## config.mk

```make
export PLATFORM = sky130hd
export DESIGN_NAME = coefficient_quantizer_8x8
export DESIGN_NICKNAME = d
export VERILOG_FILES = /design/src/hw/rtl/cq8_pkg.sv /design/src/hw/rtl/cq8_front.sv /design/src/hw/rtl/cq8_queue.sv /design/src/hw/rtl/cq8_back.sv /design/src/hw/rtl/coefficient_quantizer_8x8.sv
export SDC_FILE = /design/constraint.sdc
export NUM_CORES = 2
export LEC_CHECK = 0
export BUFFER_PORTS_ARGS = -buffer_cell sky130_fd_sc_hd__buf_2
export CAP_MARGIN = 40
export CORE_MARGIN = 2
export CORE_UTILIZATION = 40
export DETAILED_ROUTE_END_ITERATION = 10
export PLACE_DENSITY = 0.52
export REMOVE_ABC_BUFFERS = 1
export SETUP_SLACK_MARGIN = 0.2
export SLEW_MARGIN = 30
export SYNTH_ARGS = -nofsm -noshare
export SYNTH_HDL_FRONTEND = slang
export SYNTH_SLANG_ARGS = --single-unit
```

## constraint.sdc

```tcl
create_clock -name clock -period 13 [get_ports clock]
set_input_delay 1.3 -clock clock [delete_from_list [all_inputs] [get_ports clock]]
set_output_delay 1.3 -clock clock [all_outputs]
set_load 0.03 [all_outputs]
```

## src/hw/rtl/cq8_pkg.sv

```systemverilog
// Shared types, codes and constant tables of the 8x8 coefficient quantizer.
// No dependencies; imported by every module of the block.
`timescale 1ns / 1ps

package cq8_pkg;

   localparam logic CMD_QUANT   = 1'b0;
   localparam logic CMD_DEQUANT = 1'b1;

   localparam int CSR_INDEX_W = 4;
   localparam int CSR_DATA_W  = 8;
   localparam int COEFF_W     = 24;
   localparam int RESULT_W    = 36;

   typedef enum logic [CSR_INDEX_W-1:0] {
      CSR_QP          = 4'd0,
      CSR_H_BLOCKNESS = 4'd1,
      CSR_V_BLOCKNESS = 4'd2,
      CSR_USE_MATRIX  = 4'd3
   } cq8_csr_type;

   // qp resets to 26: remainder 2, shift 4
   localparam logic [2:0] QP_REM_RESET   = 3'd2;
   localparam logic [3:0] QP_SHIFT_RESET = 4'd4;

   localparam logic signed [RESULT_W-1:0] RES_MAX = 36'sh7FFFFFFFF;
   localparam logic signed [RESULT_W-1:0] RES_MIN = 36'sh800000000;

   localparam logic [2:0] SCAN_CLASS [16] = '{
      3'd0, 3'd3, 3'd4, 3'd3, 3'd3, 3'd1, 3'd5, 3'd1,
      3'd4, 3'd5, 3'd2, 3'd5, 3'd3, 3'd1, 3'd5, 3'd1
   };

   localparam logic [5:0] DQ_SCALE [6][6] = '{
      '{6'd20, 6'd18, 6'd32, 6'd19, 6'd25, 6'd24},
      '{6'd22, 6'd19, 6'd35, 6'd21, 6'd28, 6'd26},
      '{6'd26, 6'd23, 6'd42, 6'd24, 6'd33, 6'd31},
      '{6'd28, 6'd25, 6'd45, 6'd26, 6'd35, 6'd33},
      '{6'd32, 6'd28, 6'd51, 6'd30, 6'd40, 6'd38},
      '{6'd36, 6'd32, 6'd58, 6'd34, 6'd46, 6'd43}
   };

   localparam logic [14:0] Q_SCALE [6][6] = '{
      '{15'd13107, 15'd11428, 15'd20972, 15'd12222, 15'd16777, 15'd15481},
      '{15'd11916, 15'd10826, 15'd19174, 15'd11058, 15'd14980, 15'd14290},
      '{15'd10082, 15'd8943,  15'd15978, 15'd9675,  15'd12710, 15'd11985},
      '{15'd9362,  15'd8228,  15'd14913, 15'd8931,  15'd11984, 15'd11259},
      '{15'd8192,  15'd7346,  15'd13159, 15'd7740,  15'd10486, 15'd9777},
      '{15'd7282,  15'd6428,  15'd11570, 15'd6830,  15'd9118,  15'd8640}
   };

   // intra weight depends on row+col only, except at row 1, column 1
   localparam logic [5:0] DIAG_WEIGHT [15] = '{
      6'd6,  6'd10, 6'd13, 6'd16, 6'd18, 6'd23, 6'd25, 6'd27,
      6'd29, 6'd31, 6'd33, 6'd36, 6'd38, 6'd40, 6'd42
   };
   localparam logic [5:0] CORNER_WEIGHT = 6'd11;

   // floor(2^24 / weight)
   localparam int RECIP_SHIFT = 24;
   localparam logic [21:0] DIAG_RECIP [15] = '{
      22'd2796202, 22'd1677721, 22'd1290555, 22'd1048576, 22'd932067,
      22'd729444,  22'd671088,  22'd621378,  22'd578524,  22'd541200,
      22'd508400,  22'd466033,  22'd441505,  22'd419430,  22'd399457
   };
   localparam logic [21:0] CORNER_RECIP = 22'd1525201;

   typedef struct packed {
      logic               cmd;
      logic               zero;
      logic               use_matrix;
      logic [3:0]         sh;
      logic signed [18:0] vq;
      logic [5:0]         w;
      logic [18:0]        n;
      logic [21:0]        recip;
      logic [14:0]        qs;
      logic signed [15:0] vd;
      logic [11:0]        dqw;
   } cq8_entry_type;

endpackage

```

## src/hw/rtl/cq8_front.sv

```systemverilog
// Front end: configuration registers, request transfer and per-item classification.
// Depends on cq8_pkg; feeds the item queue.
`timescale 1ns / 1ps

module cq8_front import cq8_pkg::*; (
   input  logic                      clock,
   input  logic                      reset,
   input  logic                      csr_write,
   input  logic [CSR_INDEX_W-1:0]    csr_index,
   input  logic [CSR_DATA_W-1:0]     csr_wdata,
   input  logic                      start,
   input  logic                      queue_full,
   input  logic                      req_cmd,
   input  logic signed [COEFF_W-1:0] req_coeff,
   input  logic [2:0]                req_row,
   input  logic [2:0]                req_col,
   output logic                      busy,
   output logic                      push,
   output cq8_entry_type             entry
);

   logic [2:0]  rem_ff, rem_in;
   logic [3:0]  sh_ff, sh_in;
   logic [3:0]  hb_ff, hb_in;
   logic [3:0]  vb_ff, vb_in;
   logic        um_ff, um_in;
   logic [11:0] qp_mul;
   logic [3:0]  qp_sh;
   logic [5:0]  qp_rem;

   always_comb begin
      rem_in = rem_ff;
      sh_in  = sh_ff;
      hb_in  = hb_ff;
      vb_in  = vb_ff;
      um_in  = um_ff;
      // qp / 6 as (qp * 43) >> 8, exact for 6-bit qp
      qp_mul = 12'(csr_wdata[5:0]) * 12'd43;
      qp_sh  = qp_mul[11:8];
      qp_rem = csr_wdata[5:0] - 6'(qp_sh) * 6'd6;
      if (csr_write) begin
         case (csr_index)
            CSR_QP: begin
               sh_in  = qp_sh;
               rem_in = qp_rem[2:0];
            end
            CSR_H_BLOCKNESS: hb_in = csr_wdata[3:0];
            CSR_V_BLOCKNESS: vb_in = csr_wdata[3:0];
            CSR_USE_MATRIX:  um_in = csr_wdata[0];
            default: ;
         endcase
      end
   end

   always_ff @(posedge clock) begin
      if (reset) begin
         rem_ff <= QP_REM_RESET;
         sh_ff  <= QP_SHIFT_RESET;
         hb_ff  <= '0;
         vb_ff  <= '0;
         um_ff  <= 1'b0;
      end else begin
         rem_ff <= rem_in;
         sh_ff  <= sh_in;
         hb_ff  <= hb_in;
         vb_ff  <= vb_in;
         um_ff  <= um_in;
      end
   end

   assign busy = queue_full;
   assign push = start & ~queue_full;

   logic [2:0]         cls;
   logic [3:0]         diag;
   logic               corner;
   logic               blocked;
   logic [14:0]        qs_tab;
   logic [5:0]         dq;
   logic [5:0]         w;
   logic signed [24:0] c_round;

   always_comb begin
      cls     = SCAN_CLASS[{req_row[1:0], req_col[1:0]}];
      diag    = 4'(req_row) + 4'(req_col);
      corner  = (req_row == 3'd1) && (req_col == 3'd1);
      w       = corner ? CORNER_WEIGHT : DIAG_WEIGHT[diag];
      blocked = (5'(req_col) + 5'(hb_ff) >= 5'd8) || (5'(req_row) + 5'(vb_ff) >= 5'd8);
      qs_tab  = Q_SCALE[rem_ff][cls];
      dq      = DQ_SCALE[rem_ff][cls];
      c_round = 25'(req_coeff) + (req_coeff[COEFF_W-1] ? -25'sd32 : 25'sd32);

      entry.cmd        = req_cmd;
      entry.zero       = (req_coeff == '0);
      entry.use_matrix = um_ff;
      entry.sh         = sh_ff;
      entry.vq         = c_round[24:6];
      entry.w          = w;
      entry.qs         = blocked ? '0 : qs_tab;
      entry.n          = 19'({entry.qs, 4'b0000}) + 19'(w[5:1]);
      entry.recip      = corner ? CORNER_RECIP : DIAG_RECIP[diag];
      entry.dqw        = um_ff ? 12'(dq) * 12'(w) : {2'b00, dq, 4'b0000};
      if (req_coeff > 24'sd32767) begin
         entry.vd = 16'sd32767;
      end else if (req_coeff < -24'sd32768) begin
         entry.vd = -16'sd32768;
      end else begin
         entry.vd = req_coeff[15:0];
      end
   end

endmodule

```

## src/hw/rtl/cq8_queue.sv

```systemverilog
// Short FIFO of classified items between front and back end.
// Depends on cq8_pkg for the entry type.
`timescale 1ns / 1ps

module cq8_queue import cq8_pkg::*; #(
   parameter int DEPTH = 4
) (
   input  logic          clock,
   input  logic          reset,
   input  logic          push,
   input  cq8_entry_type wr_entry,
   input  logic          pop,
   output cq8_entry_type rd_entry,
   output logic          full,
   output logic          not_empty
);

   localparam int PTR_W = (DEPTH > 1) ? $clog2(DEPTH) : 1;
   localparam int CNT_W = $clog2(DEPTH + 1);

   cq8_entry_type entry_ff [DEPTH];
   logic [PTR_W-1:0] wr_ptr_ff, wr_ptr_in;
   logic [PTR_W-1:0] rd_ptr_ff, rd_ptr_in;
   logic [CNT_W-1:0] count_ff, count_in;
   logic             do_push, do_pop;

   assign full      = (count_ff == CNT_W'(DEPTH));
   assign not_empty = (count_ff != '0);
   assign do_push   = push & ~full;
   assign do_pop    = pop & not_empty;
   assign rd_entry  = entry_ff[rd_ptr_ff];

   always_comb begin
      wr_ptr_in = wr_ptr_ff;
      rd_ptr_in = rd_ptr_ff;
      count_in  = count_ff;
      if (do_push) begin
         wr_ptr_in = (wr_ptr_ff == PTR_W'(DEPTH - 1)) ? '0 : wr_ptr_ff + 1'b1;
      end
      if (do_pop) begin
         rd_ptr_in = (rd_ptr_ff == PTR_W'(DEPTH - 1)) ? '0 : rd_ptr_ff + 1'b1;
      end
      if (do_push && !do_pop) begin
         count_in = count_ff + 1'b1;
      end else if (do_pop && !do_push) begin
         count_in = count_ff - 1'b1;
      end
   end

   always_ff @(posedge clock) begin
      if (reset) begin
         wr_ptr_ff <= '0;
         rd_ptr_ff <= '0;
         count_ff  <= '0;
      end else begin
         wr_ptr_ff <= wr_ptr_in;
         rd_ptr_ff <= rd_ptr_in;
         count_ff  <= count_in;
      end
   end

   always_ff @(posedge clock) begin
      if (do_push) begin
         entry_ff[wr_ptr_ff] <= wr_entry;
      end
   end

endmodule

```

## src/hw/rtl/cq8_back.sv

```systemverilog
// Back end: four-stage arithmetic pipeline for quantize and dequantize.
// Depends on cq8_pkg; drains the item queue one entry per cycle.
`timescale 1ns / 1ps

module cq8_back import cq8_pkg::*; (
   input  logic                       clock,
   input  logic                       reset,
   input  logic                       head_valid,
   input  cq8_entry_type              head,
   output logic                       pop,
   output logic                       rsp_valid,
   output logic signed [RESULT_W-1:0] rsp_result
);

   assign pop = head_valid;

   // stage 1: reciprocal product for the weight division, dequantize product
   logic [40:0]        div_prod;
   logic [16:0]        s1_q0_in;
   logic signed [28:0] vd_ext, dqw_ext, s1_pd_in;

   always_comb begin
      div_prod = 41'(head.n) * 41'(head.recip);
      s1_q0_in = div_prod[40:RECIP_SHIFT];
      vd_ext   = 29'(head.vd);
      dqw_ext  = 29'(head.dqw);
      s1_pd_in = vd_ext * dqw_ext;
   end

   logic               s1_valid_ff;
   logic               s1_cmd_ff, s1_zero_ff, s1_um_ff;
   logic [3:0]         s1_sh_ff;
   logic signed [18:0] s1_vq_ff;
   logic [5:0]         s1_w_ff;
   logic [18:0]        s1_n_ff;
   logic [14:0]        s1_qs_ff;
   logic [16:0]        s1_q0_ff;
   logic signed [28:0] s1_pd_ff;

   // stage 2: quotient correction, dequantize shift and saturation
   logic [22:0]                qw;
   logic [19:0]                rdiff;
   logic [16:0]                qs_div, s2_qs_in;
   logic signed [39:0]         pd_wide, pd_shift;
   logic signed [RESULT_W-1:0] s2_dres_in;

   always_comb begin
      qw       = 23'(s1_q0_ff) * 23'(s1_w_ff);
      rdiff    = 20'(s1_n_ff) - qw[19:0];
      qs_div   = (rdiff >= 20'(s1_w_ff)) ? s1_q0_ff + 17'd1 : s1_q0_ff;
      s2_qs_in = s1_um_ff ? qs_div : 17'(s1_qs_ff);
      pd_wide  = 40'(s1_pd_ff);
      pd_shift = pd_wide <<< s1_sh_ff;
      if (pd_shift > 40'(RES_MAX)) begin
         s2_dres_in = RES_MAX;
      end else if (pd_shift < 40'(RES_MIN)) begin
         s2_dres_in = RES_MIN;
      end else begin
         s2_dres_in = pd_shift[RESULT_W-1:0];
      end
   end

   logic                       s2_valid_ff;
   logic                       s2_cmd_ff, s2_zero_ff;
   logic [3:0]                 s2_sh_ff;
   logic signed [18:0]         s2_vq_ff;
   logic [16:0]                s2_qs_ff;
   logic signed [RESULT_W-1:0] s2_dres_ff;

   // stage 3: level times scale, 19 by 18 bits
   logic signed [17:0]         qs_ext;
   logic signed [RESULT_W-1:0] s3_pq_in;

   always_comb begin
      qs_ext   = signed'({1'b0, s2_qs_ff});
      s3_pq_in = RESULT_W'(s2_vq_ff * qs_ext);
   end

   logic                       s3_valid_ff;
   logic                       s3_cmd_ff, s3_zero_ff;
   logic [3:0]                 s3_sh_ff;
   logic signed [RESULT_W-1:0] s3_pq_ff;
   logic signed [RESULT_W-1:0] s3_dres_ff;

   // stage 4: rounding shift, 16-bit saturation, result select
   logic [36:0]                rnd;
   logic signed [36:0]         rounded, shifted;
   logic signed [15:0]         qres;
   logic signed [RESULT_W-1:0] result_in;

   always_comb begin
      rnd     = 37'd1 << (5'(s3_sh_ff) + 5'd11);
      rounded = 37'(s3_pq_ff) + signed'(rnd);
      shifted = rounded >>> (5'(s3_sh_ff) + 5'd12);
      if (shifted > 37'sd32767) begin
         qres = 16'sd32767;
      end else if (shifted < -37'sd32768) begin
         qres = -16'sd32768;
      end else begin
         qres = shifted[15:0];
      end
      if (s3_cmd_ff == CMD_DEQUANT) begin
         result_in = s3_dres_ff;
      end else if (s3_zero_ff) begin
         result_in = '0;
      end else begin
         result_in = RESULT_W'(qres);
      end
   end

   logic                       rsp_valid_ff;
   logic signed [RESULT_W-1:0] rsp_result_ff;

   always_ff @(posedge clock) begin
      if (reset) begin
         s1_valid_ff  <= 1'b0;
         s2_valid_ff  <= 1'b0;
         s3_valid_ff  <= 1'b0;
         rsp_valid_ff <= 1'b0;
      end else begin
         s1_valid_ff  <= head_valid;
         s2_valid_ff  <= s1_valid_ff;
         s3_valid_ff  <= s2_valid_ff;
         rsp_valid_ff <= s3_valid_ff;
      end
   end

   always_ff @(posedge clock) begin
      s1_cmd_ff     <= head.cmd;
      s1_zero_ff    <= head.zero;
      s1_um_ff      <= head.use_matrix;
      s1_sh_ff      <= head.sh;
      s1_vq_ff      <= head.vq;
      s1_w_ff       <= head.w;
      s1_n_ff       <= head.n;
      s1_qs_ff      <= head.qs;
      s1_q0_ff      <= s1_q0_in;
      s1_pd_ff      <= s1_pd_in;

      s2_cmd_ff     <= s1_cmd_ff;
      s2_zero_ff    <= s1_zero_ff;
      s2_sh_ff      <= s1_sh_ff;
      s2_vq_ff      <= s1_vq_ff;
      s2_qs_ff      <= s2_qs_in;
      s2_dres_ff    <= s2_dres_in;

      s3_cmd_ff     <= s2_cmd_ff;
      s3_zero_ff    <= s2_zero_ff;
      s3_sh_ff      <= s2_sh_ff;
      s3_pq_ff      <= s3_pq_in;
      s3_dres_ff    <= s2_dres_ff;

      rsp_result_ff <= result_in;
   end

   assign rsp_valid  = rsp_valid_ff;
   assign rsp_result = rsp_result_ff;

endmodule

```

## src/hw/rtl/coefficient_quantizer_8x8.sv

```systemverilog
// 8x8 coefficient quantizer/dequantizer top: front end, item queue, back end.
// Path: the queue stores the item, then registers s1, s2, s3 and the result register carry it.
// One item per cycle: queued items pop at once, so busy stays low when QUEUE_DEPTH exceeds 1.
// Result strobe lasts one cycle; the receiver cannot stall.
// Reset (synchronous): qp 26, blockness 0, matrix off; queue and pipeline emptied.
// Depends on cq8_pkg, cq8_front, cq8_queue, cq8_back.
`timescale 1ns / 1ps

module coefficient_quantizer_8x8 import cq8_pkg::*; #(
   parameter int QUEUE_DEPTH = 4
) (
   input  logic                       clock,
   input  logic                       reset,
   input  logic                       start,
   output logic                       busy,
   input  logic                       req_cmd,
   input  logic signed [COEFF_W-1:0]  req_coeff,
   input  logic [2:0]                 req_row,
   input  logic [2:0]                 req_col,
   output logic                       rsp_valid,
   output logic signed [RESULT_W-1:0] rsp_result,
   input  logic                       csr_valid,
   output logic                       csr_ready,
   input  logic [CSR_INDEX_W-1:0]     csr_index,
   input  logic [CSR_DATA_W-1:0]      csr_wdata
);

   cq8_entry_type push_entry, head_entry;
   logic          push, pop, queue_full, head_valid;

   assign csr_ready = 1'b1;

   cq8_front u_front (
      .clock      (clock),
      .reset      (reset),
      .csr_write  (csr_valid & csr_ready),
      .csr_index  (csr_index),
      .csr_wdata  (csr_wdata),
      .start      (start),
      .queue_full (queue_full),
      .req_cmd    (req_cmd),
      .req_coeff  (req_coeff),
      .req_row    (req_row),
      .req_col    (req_col),
      .busy       (busy),
      .push       (push),
      .entry      (push_entry)
   );

   cq8_queue #(
      .DEPTH (QUEUE_DEPTH)
   ) u_queue (
      .clock     (clock),
      .reset     (reset),
      .push      (push),
      .wr_entry  (push_entry),
      .pop       (pop),
      .rd_entry  (head_entry),
      .full      (queue_full),
      .not_empty (head_valid)
   );

   cq8_back u_back (
      .clock      (clock),
      .reset      (reset),
      .head_valid (head_valid),
      .head       (head_entry),
      .pop        (pop),
      .rsp_valid  (rsp_valid),
      .rsp_result (rsp_result)
   );

endmodule

```

### After elaboration in Yosys (flattened, before gate mapping)

Memories as Yosys holds them, arrays and structs flattened. A register that Yosys moved wholly into a read port is not among the register bits.
Index checks and enable logic that the tools add are counted.

* output and inout bits: 39
* bits in registers: 331
* bits in latches: 0
* bits in writable memories: 464
* input port bits: 47
* memories kept: 6
* word-level logic and storage cells: 146
* memory bits (read-only): 1504

* div/mod/pow operators: 0
* mux-type cells: 38
* shift-type cells: 3
* multiply operators: 7
* add/subtract/negate cells: 15
* $lt $le $gt $ge: 13
* bitwise logic cells: 7
* equal/unequal tests: 8
* reduce and logical (&&, ||, !) cells: 14

Memories
* (no name shown): depth 8, bits a word 90, rd ports 1, clocked after memory_dff 0, wr ports 0, line cq8_front.sv:89 `qs_tab = Q_SCALE[rem_ff][cls];`
* u_queue.entry_ff: depth 4, bits a word 116, rd ports 1, clocked after memory_dff 1, wr ports 1, line cq8_queue.sv:21 `cq8_entry_type entry_ff [DEPTH];`
* (no name shown): depth 16, bits a word 22, rd ports 1, clocked after memory_dff 0, wr ports 0, line cq8_front.sv:101 `entry.recip = corner ? CORNER_RECIP : DIAG_RECIP[diag];`
* (no name shown): depth 8, bits a word 36, rd ports 1, clocked after memory_dff 0, wr ports 0, line cq8_front.sv:90 `dq = DQ_SCALE[rem_ff][cls];`
* (no name shown): depth 16, bits a word 6, rd ports 1, clocked after memory_dff 0, wr ports 0, line cq8_front.sv:87 `w = corner ? CORNER_WEIGHT : DIAG_WEIGHT[diag];`
* (no name shown): depth 16, bits a word 3, rd ports 1, clocked after memory_dff 0, wr ports 0, line cq8_front.sv:84 `cls = SCAN_CLASS[{req_row[1:0], req_col[1:0]}];`

Operators by type and width (count)
* 2-to-1 mux 36 bit: 5
* 2-to-1 mux 90 bit: 2
* 2-to-1 mux 22 bit: 3
* 2-to-1 mux 16 bit: 4
* 2-to-1 mux 15 bit: 4
* binary-select mux 15 bit (select 3 bit): 1
* multiplier 19 x 22 -> 41 bit: 1
* > comparator 40 x 36 -> 1 bit (second input constant): 1
* less-than comparator 40 x 36 -> 1 bit (second input constant): 1
* <<< shifter 29 x 4 -> 40 bit: 1
* adder 36 x 37 -> 37 bit: 1
* > comparator 37 x 16 -> 1 bit (second input constant): 1
* less-than comparator 37 x 16 -> 1 bit (second input constant): 1
* << shifter 1 x 5 -> 37 bit (first input constant): 1
* >>> shifter 37 x 5 -> 37 bit: 1
* multiplier 19 x 18 -> 36 bit: 1
* 2-to-1 mux 6 bit: 5
* multiplier 16 x 13 -> 29 bit: 1
* adder 24 x 25 -> 25 bit: 1
* 2-to-1 mux 25 bit: 1
* > comparator 24 x 16 -> 1 bit (second input constant): 1
* zero test 24 bit: 1
* less-than comparator 24 x 16 -> 1 bit (second input constant): 1
* greater-or-equal comparator 20 x 6 -> 1 bit: 1
* 39 further kinds: 64

### Logic depth before layout (Yosys ltp)

* word-level depth: 10
* gate-level depth with buffers: 34
* mapped depth without buffers: 31

### Hierarchy

From an unflattened synthesis, not the netlist that was laid out.

* cells, all modules: 6902
* area, all modules: 71453.5 um2

By module, submodules not included
* cq8_back: cells each 5360, sequential area each 6165.9 um2, area each 47994.8 um2, instances 1
* cq8_queue: cells each 656, sequential area each 14113.5 um2, area each 17172.7 um2, instances 1
* cq8_front: cells each 884, sequential area each 320.3 um2, area each 6274.8 um2, instances 1
* coefficient_quantizer_8x8: cells each 2, sequential area each 0.0 um2, area each 11.3 um2, instances 1

### Least setup slack after synthesis

No wires, ideal clock.

* path type: reg2reg
* start point: register with a tool-made name
* end point: register u_back.s1_q0_ff[11]
* arrival: 8244 ps
* stages on the path, launching flop included: 32
* period minus slack after synthesis: 8316 ps
* required time: 12928 ps
* path slack: 4684 ps
* path through: dfxtp_1 -> clkbuf_1 -> clkbuf_1 -> clkbuf_1 -> mux4_2 -> buf_1 -> nand2_1 -> fa_1 -> inv_1 -> fa_1 -> fa_1 -> fa_1 -> inv_1 -> fa_1 -> inv_1 -> fa_1 -> ha_1 -> a2111oi_0 -> o21ai_0 -> nor3_1 -> a31o_2 -> a31oi_1 -> o2111ai_1 -> nand3_1 -> o211ai_1 -> nand2_1 -> o21a_1 -> o21a_1 -> o21ai_0 -> nand2b_1 -> a21oi_1 -> xnor2_1

RTL lines
* to (signal assigned): line cq8_back.sv:137 `s1_q0_ff <= s1_q0_in;`
* to (decl): line cq8_back.sv:37 `logic [16:0] s1_q0_ff;`

==> results.py <==
metrics = {
    "clocking": {
        "cts_tree": "built",
        "htree_levels": 3,
        "numCtsBuffers": 85,
        "numClockSinks": 777,
        "post_cts_buffers": 0,
        "cts-root-buf": "clkbuf_16",
        "clk_latency_ns": 0.70,
        "cts.clk_slew.worst_paths_ns": 0.06,
        "hold_buffers": 0,
        "cts_resized": 0,
        "cts_buffer_depth": 3,
    },
    "detailed_routing": {
        "dr.pass1.iters": 5,
        "vias_per_cell": 5.164,
        "drc": 0,
        "wl_per_cell_um": 18.31,
        "drtIter0Drc": 2855,
        "routed_wl_um": 167600,
        "via_count": 47270,
        "ant_nets": 0,
    },
    "synth": {
        "netlist_instances": 6791,
        "synthFlopType": "edfxtp_1",
        "yosys_warnings": 0,
        "synth_edf_count": 448,
        "yosysMostFrequentCell": "inv_1",
        "ys_top_cells_by_area": "fa_1 (27%), edfxtp_1 (19%), dfxtp_1 (9.5%)",
        "yosys.area.top_type_share": 0.2692,
        "synth.ff_latch_count": 777,
        "synth_area_um2": 69680,
        "async_flop_share": 0,
        "synth_top_area_cell": "fa_1",
        "avgSynthCellArea_um2": 10.26,
        "synth_commonest_cells": "inv_1 (1060), nand2_1 (940), fa_1 (937), edfxtp_1 (448), ha_1 (446)",
        "ys_seq_area_frac": 0.2876,
        "ys_types": 99,
    },
    "critical_path": {
        "worst-setup-path-type": "flop to flop",
        "arrival_ns": 9.81,
        "worstPathRequired_ns": 13.62,
        "critPathMostFrequentCell": "fa_1",
        "max_stage_delay_ns": 0.92,
        "crit_family": "adder cells",
        "critical_path.max_fanout": 78,
        "cp-end-kind": "flop",
        "critical-path-slowest-cell": "mux4_2",
        "critPathBufInv": 5,
        "setup.worst_path.start_class": "flop",
    },
    "global_routing": {
        "antenna_found_initial": 9,
        "grt_pass1_wl_um": 275900,
        "grt_max_degree": 79,
        "first_global_vias": 49851,
        "grt.total_usage": 0.1936,
        "overflow": 0,
    },
    "die": {
        "die_width_um": 421.4,
        "coreArea_um2": 173400,
        "die_h_um": 421.4,
        "ios": 86,
        "start_util": 0.4018,
        "die_area_um2": 177600,
        "rows": 153,
    },
    "sta": {
        "rsz0062_at_grt": "false",
        "hold_viol_final": 0,
        "max_freq_mhz": 108.8,
        "final_min_period_over_clock_period": 0.7068,
        "period_needed_ns": 9.188,
        "fin_worst_skew_ns": 0.05413,
        "setup_ws_ns": 3.812,
        "finalSetupViolCount": 0,
        "finalSetupTns_ns": 0,
        "tightestPinTransition_ns": 0.8767,
        "slew_viol_final": 0,
        "relSlewSlack": 0.4110,
    },
    "layout": {
        "synthToLayoutAreaGrowth_pct": 8.792,
        "drive_gt1_frac": 0.08088,
        "post-route-util": 0.4371,
        "design_area_um2": 75810,
        "nets": 8190,
    },
    "flow_run": {
        "max_cap_violations": 0,
    },
    "place": {
        "place_area_um2": 72760,
        "post-dp-hpwl_um": 125100,
        "pre_cts_slack_ns": 3.622,
        "io_buffers": 82,
        "gp_congestion": 0.8779,
    },
    "hold_path": {
        "hp-class": "flop to flop",
    },
    "status": {
        "status": "finished, final reports clean",
    },
}
[path summary, 6_finish.rpt]
| kind | startpoint | to | slack (ns) | depth (start not counted) |
|---|---|---|---|---|
| worst max-delay path | flop | u_back.s1_q0_ff[11] | 3.81 | 29 |
| worst min-delay path | u_back.s1_vq_ff[10] | u_back.s2_vq_ff[10] | 0.32 | 0 |
| worst max register to register | flop | u_back.s1_q0_ff[11] | 3.81 | 29 |
| worst min register to register | u_back.s1_vq_ff[10] | u_back.s2_vq_ff[10] | 0.32 | 0 |
[layout by cell type, fill, tap and decap left out, types with 19 or more instances in the layout]
| master | netlist | routed |
|---|---|---|
| nand2b_1 | 31 | 31 |
| a21o_1 | 75 | 75 |
| mux4_2 | 108 | 108 |
| inv_1 | 1060 | 1060 |
| nand4_1 | 19 | 19 |
| buf_2 | 3 | 85 |
| a21oi_1 | 220 | 220 |
| clkbuf_16 | 0 | 87 |
| and3_1 | 31 | 31 |
| or3_1 | 26 | 26 |
| edfxtp_1 | 448 | 448 |
| nand3_1 | 64 | 64 |
| o21a_1 | 50 | 50 |
| mux2_2 | 54 | 54 |
| nor2_1 | 383 | 383 |
| nor3_1 | 78 | 78 |
| nand2_1 | 940 | 940 |
| buf_4 | 2 | 68 |
| and2_1 | 276 | 272 |
| nor2b_1 | 94 | 94 |
| xor2_1 | 49 | 49 |
| xnor2_1 | 125 | 123 |
| o211ai_1 | 36 | 36 |
| o21ai_0 | 177 | 165 |
| a211oi_1 | 33 | 33 |
| ha_1 | 446 | 445 |
| dfxtp_1 | 329 | 323 |
| o21ai_1 | 16 | 27 |
| fa_1 | 937 | 937 |
| mux2i_1 | 111 | 111 |
| a31oi_1 | 26 | 26 |
[state kept, by name (all words and copies together) (netlist names), 6 cells and up, named ones only]
signal	flops
u_back.s1_vq_ff	19
u_back.s1_w_ff	6
u_back.s2_vq_ff	19
u_back.s1_q0_ff	17
u_back.s3_pq_ff	36
u_back.s1_qs_ff	15
u_back.s2_dres_ff	36
u_back.s1_n_ff	15
u_back.s2_qs_ff	17
u_back.s3_dres_ff	36
u_queue.entry_ff	448
u_back.rsp_result	36
u_back.s1_pd_ff	29
[logic make-up after synthesis]
family,Yosys count,share of synthesized area
simple gates,1996,0.1300
fa+ha+maj,1383,0.3493
buf+inv,1369,0.07402
compound gates,814,0.07693
flops,777,0.2876
mux,276,0.06017
xor+xnor,174,0.02187
other cells,2,0.0001078
[worst reg2reg max path: cells and delay by family, from the launching register on]
kind	cells	cell delay, ns
compound gates	10	2.37
xor+xnor	1	0.13
fa+ha+maj	7	3.06
buf+inv	5	1.18
flops	1	0.56
mux	1	0.98
simple gates	5	0.86
[per-layer routing]
layer  up-vias  share of wire  global-route usage
li1      21945              -                   -
met1     24228           0.46              0.2679
met2       901           0.48              0.3249
met3       196          0.038             0.02392
met4         0          0.021             0.04385
met5         -              0                   0
[cell type report]
type,count,area [µm²]
fillers,16766,97630
multi-input cells,4654,44550
flip-flops and latches,777,20050
inverters,1061,3983
well taps,2325,2909
clock buffers,109,2411
repair buffers,181,1403
clock inverters,43,493.0
diodes,3,7.507
[through the flow]
stage / instances / hold WS [ns]
after global routing: 9152 / 0.3146
after global placement: 8967 / 0.3104
final: 9153 / 0.3157
after CTS: 9141 / 0.3115
after floorplan: 6492 / 0.3096
after detailed placement: 8989 / 0.3121
Power is left out: the tool's default activity adds up to more than one toggle a clock period on the data nets, which glitch-free logic cannot reach.
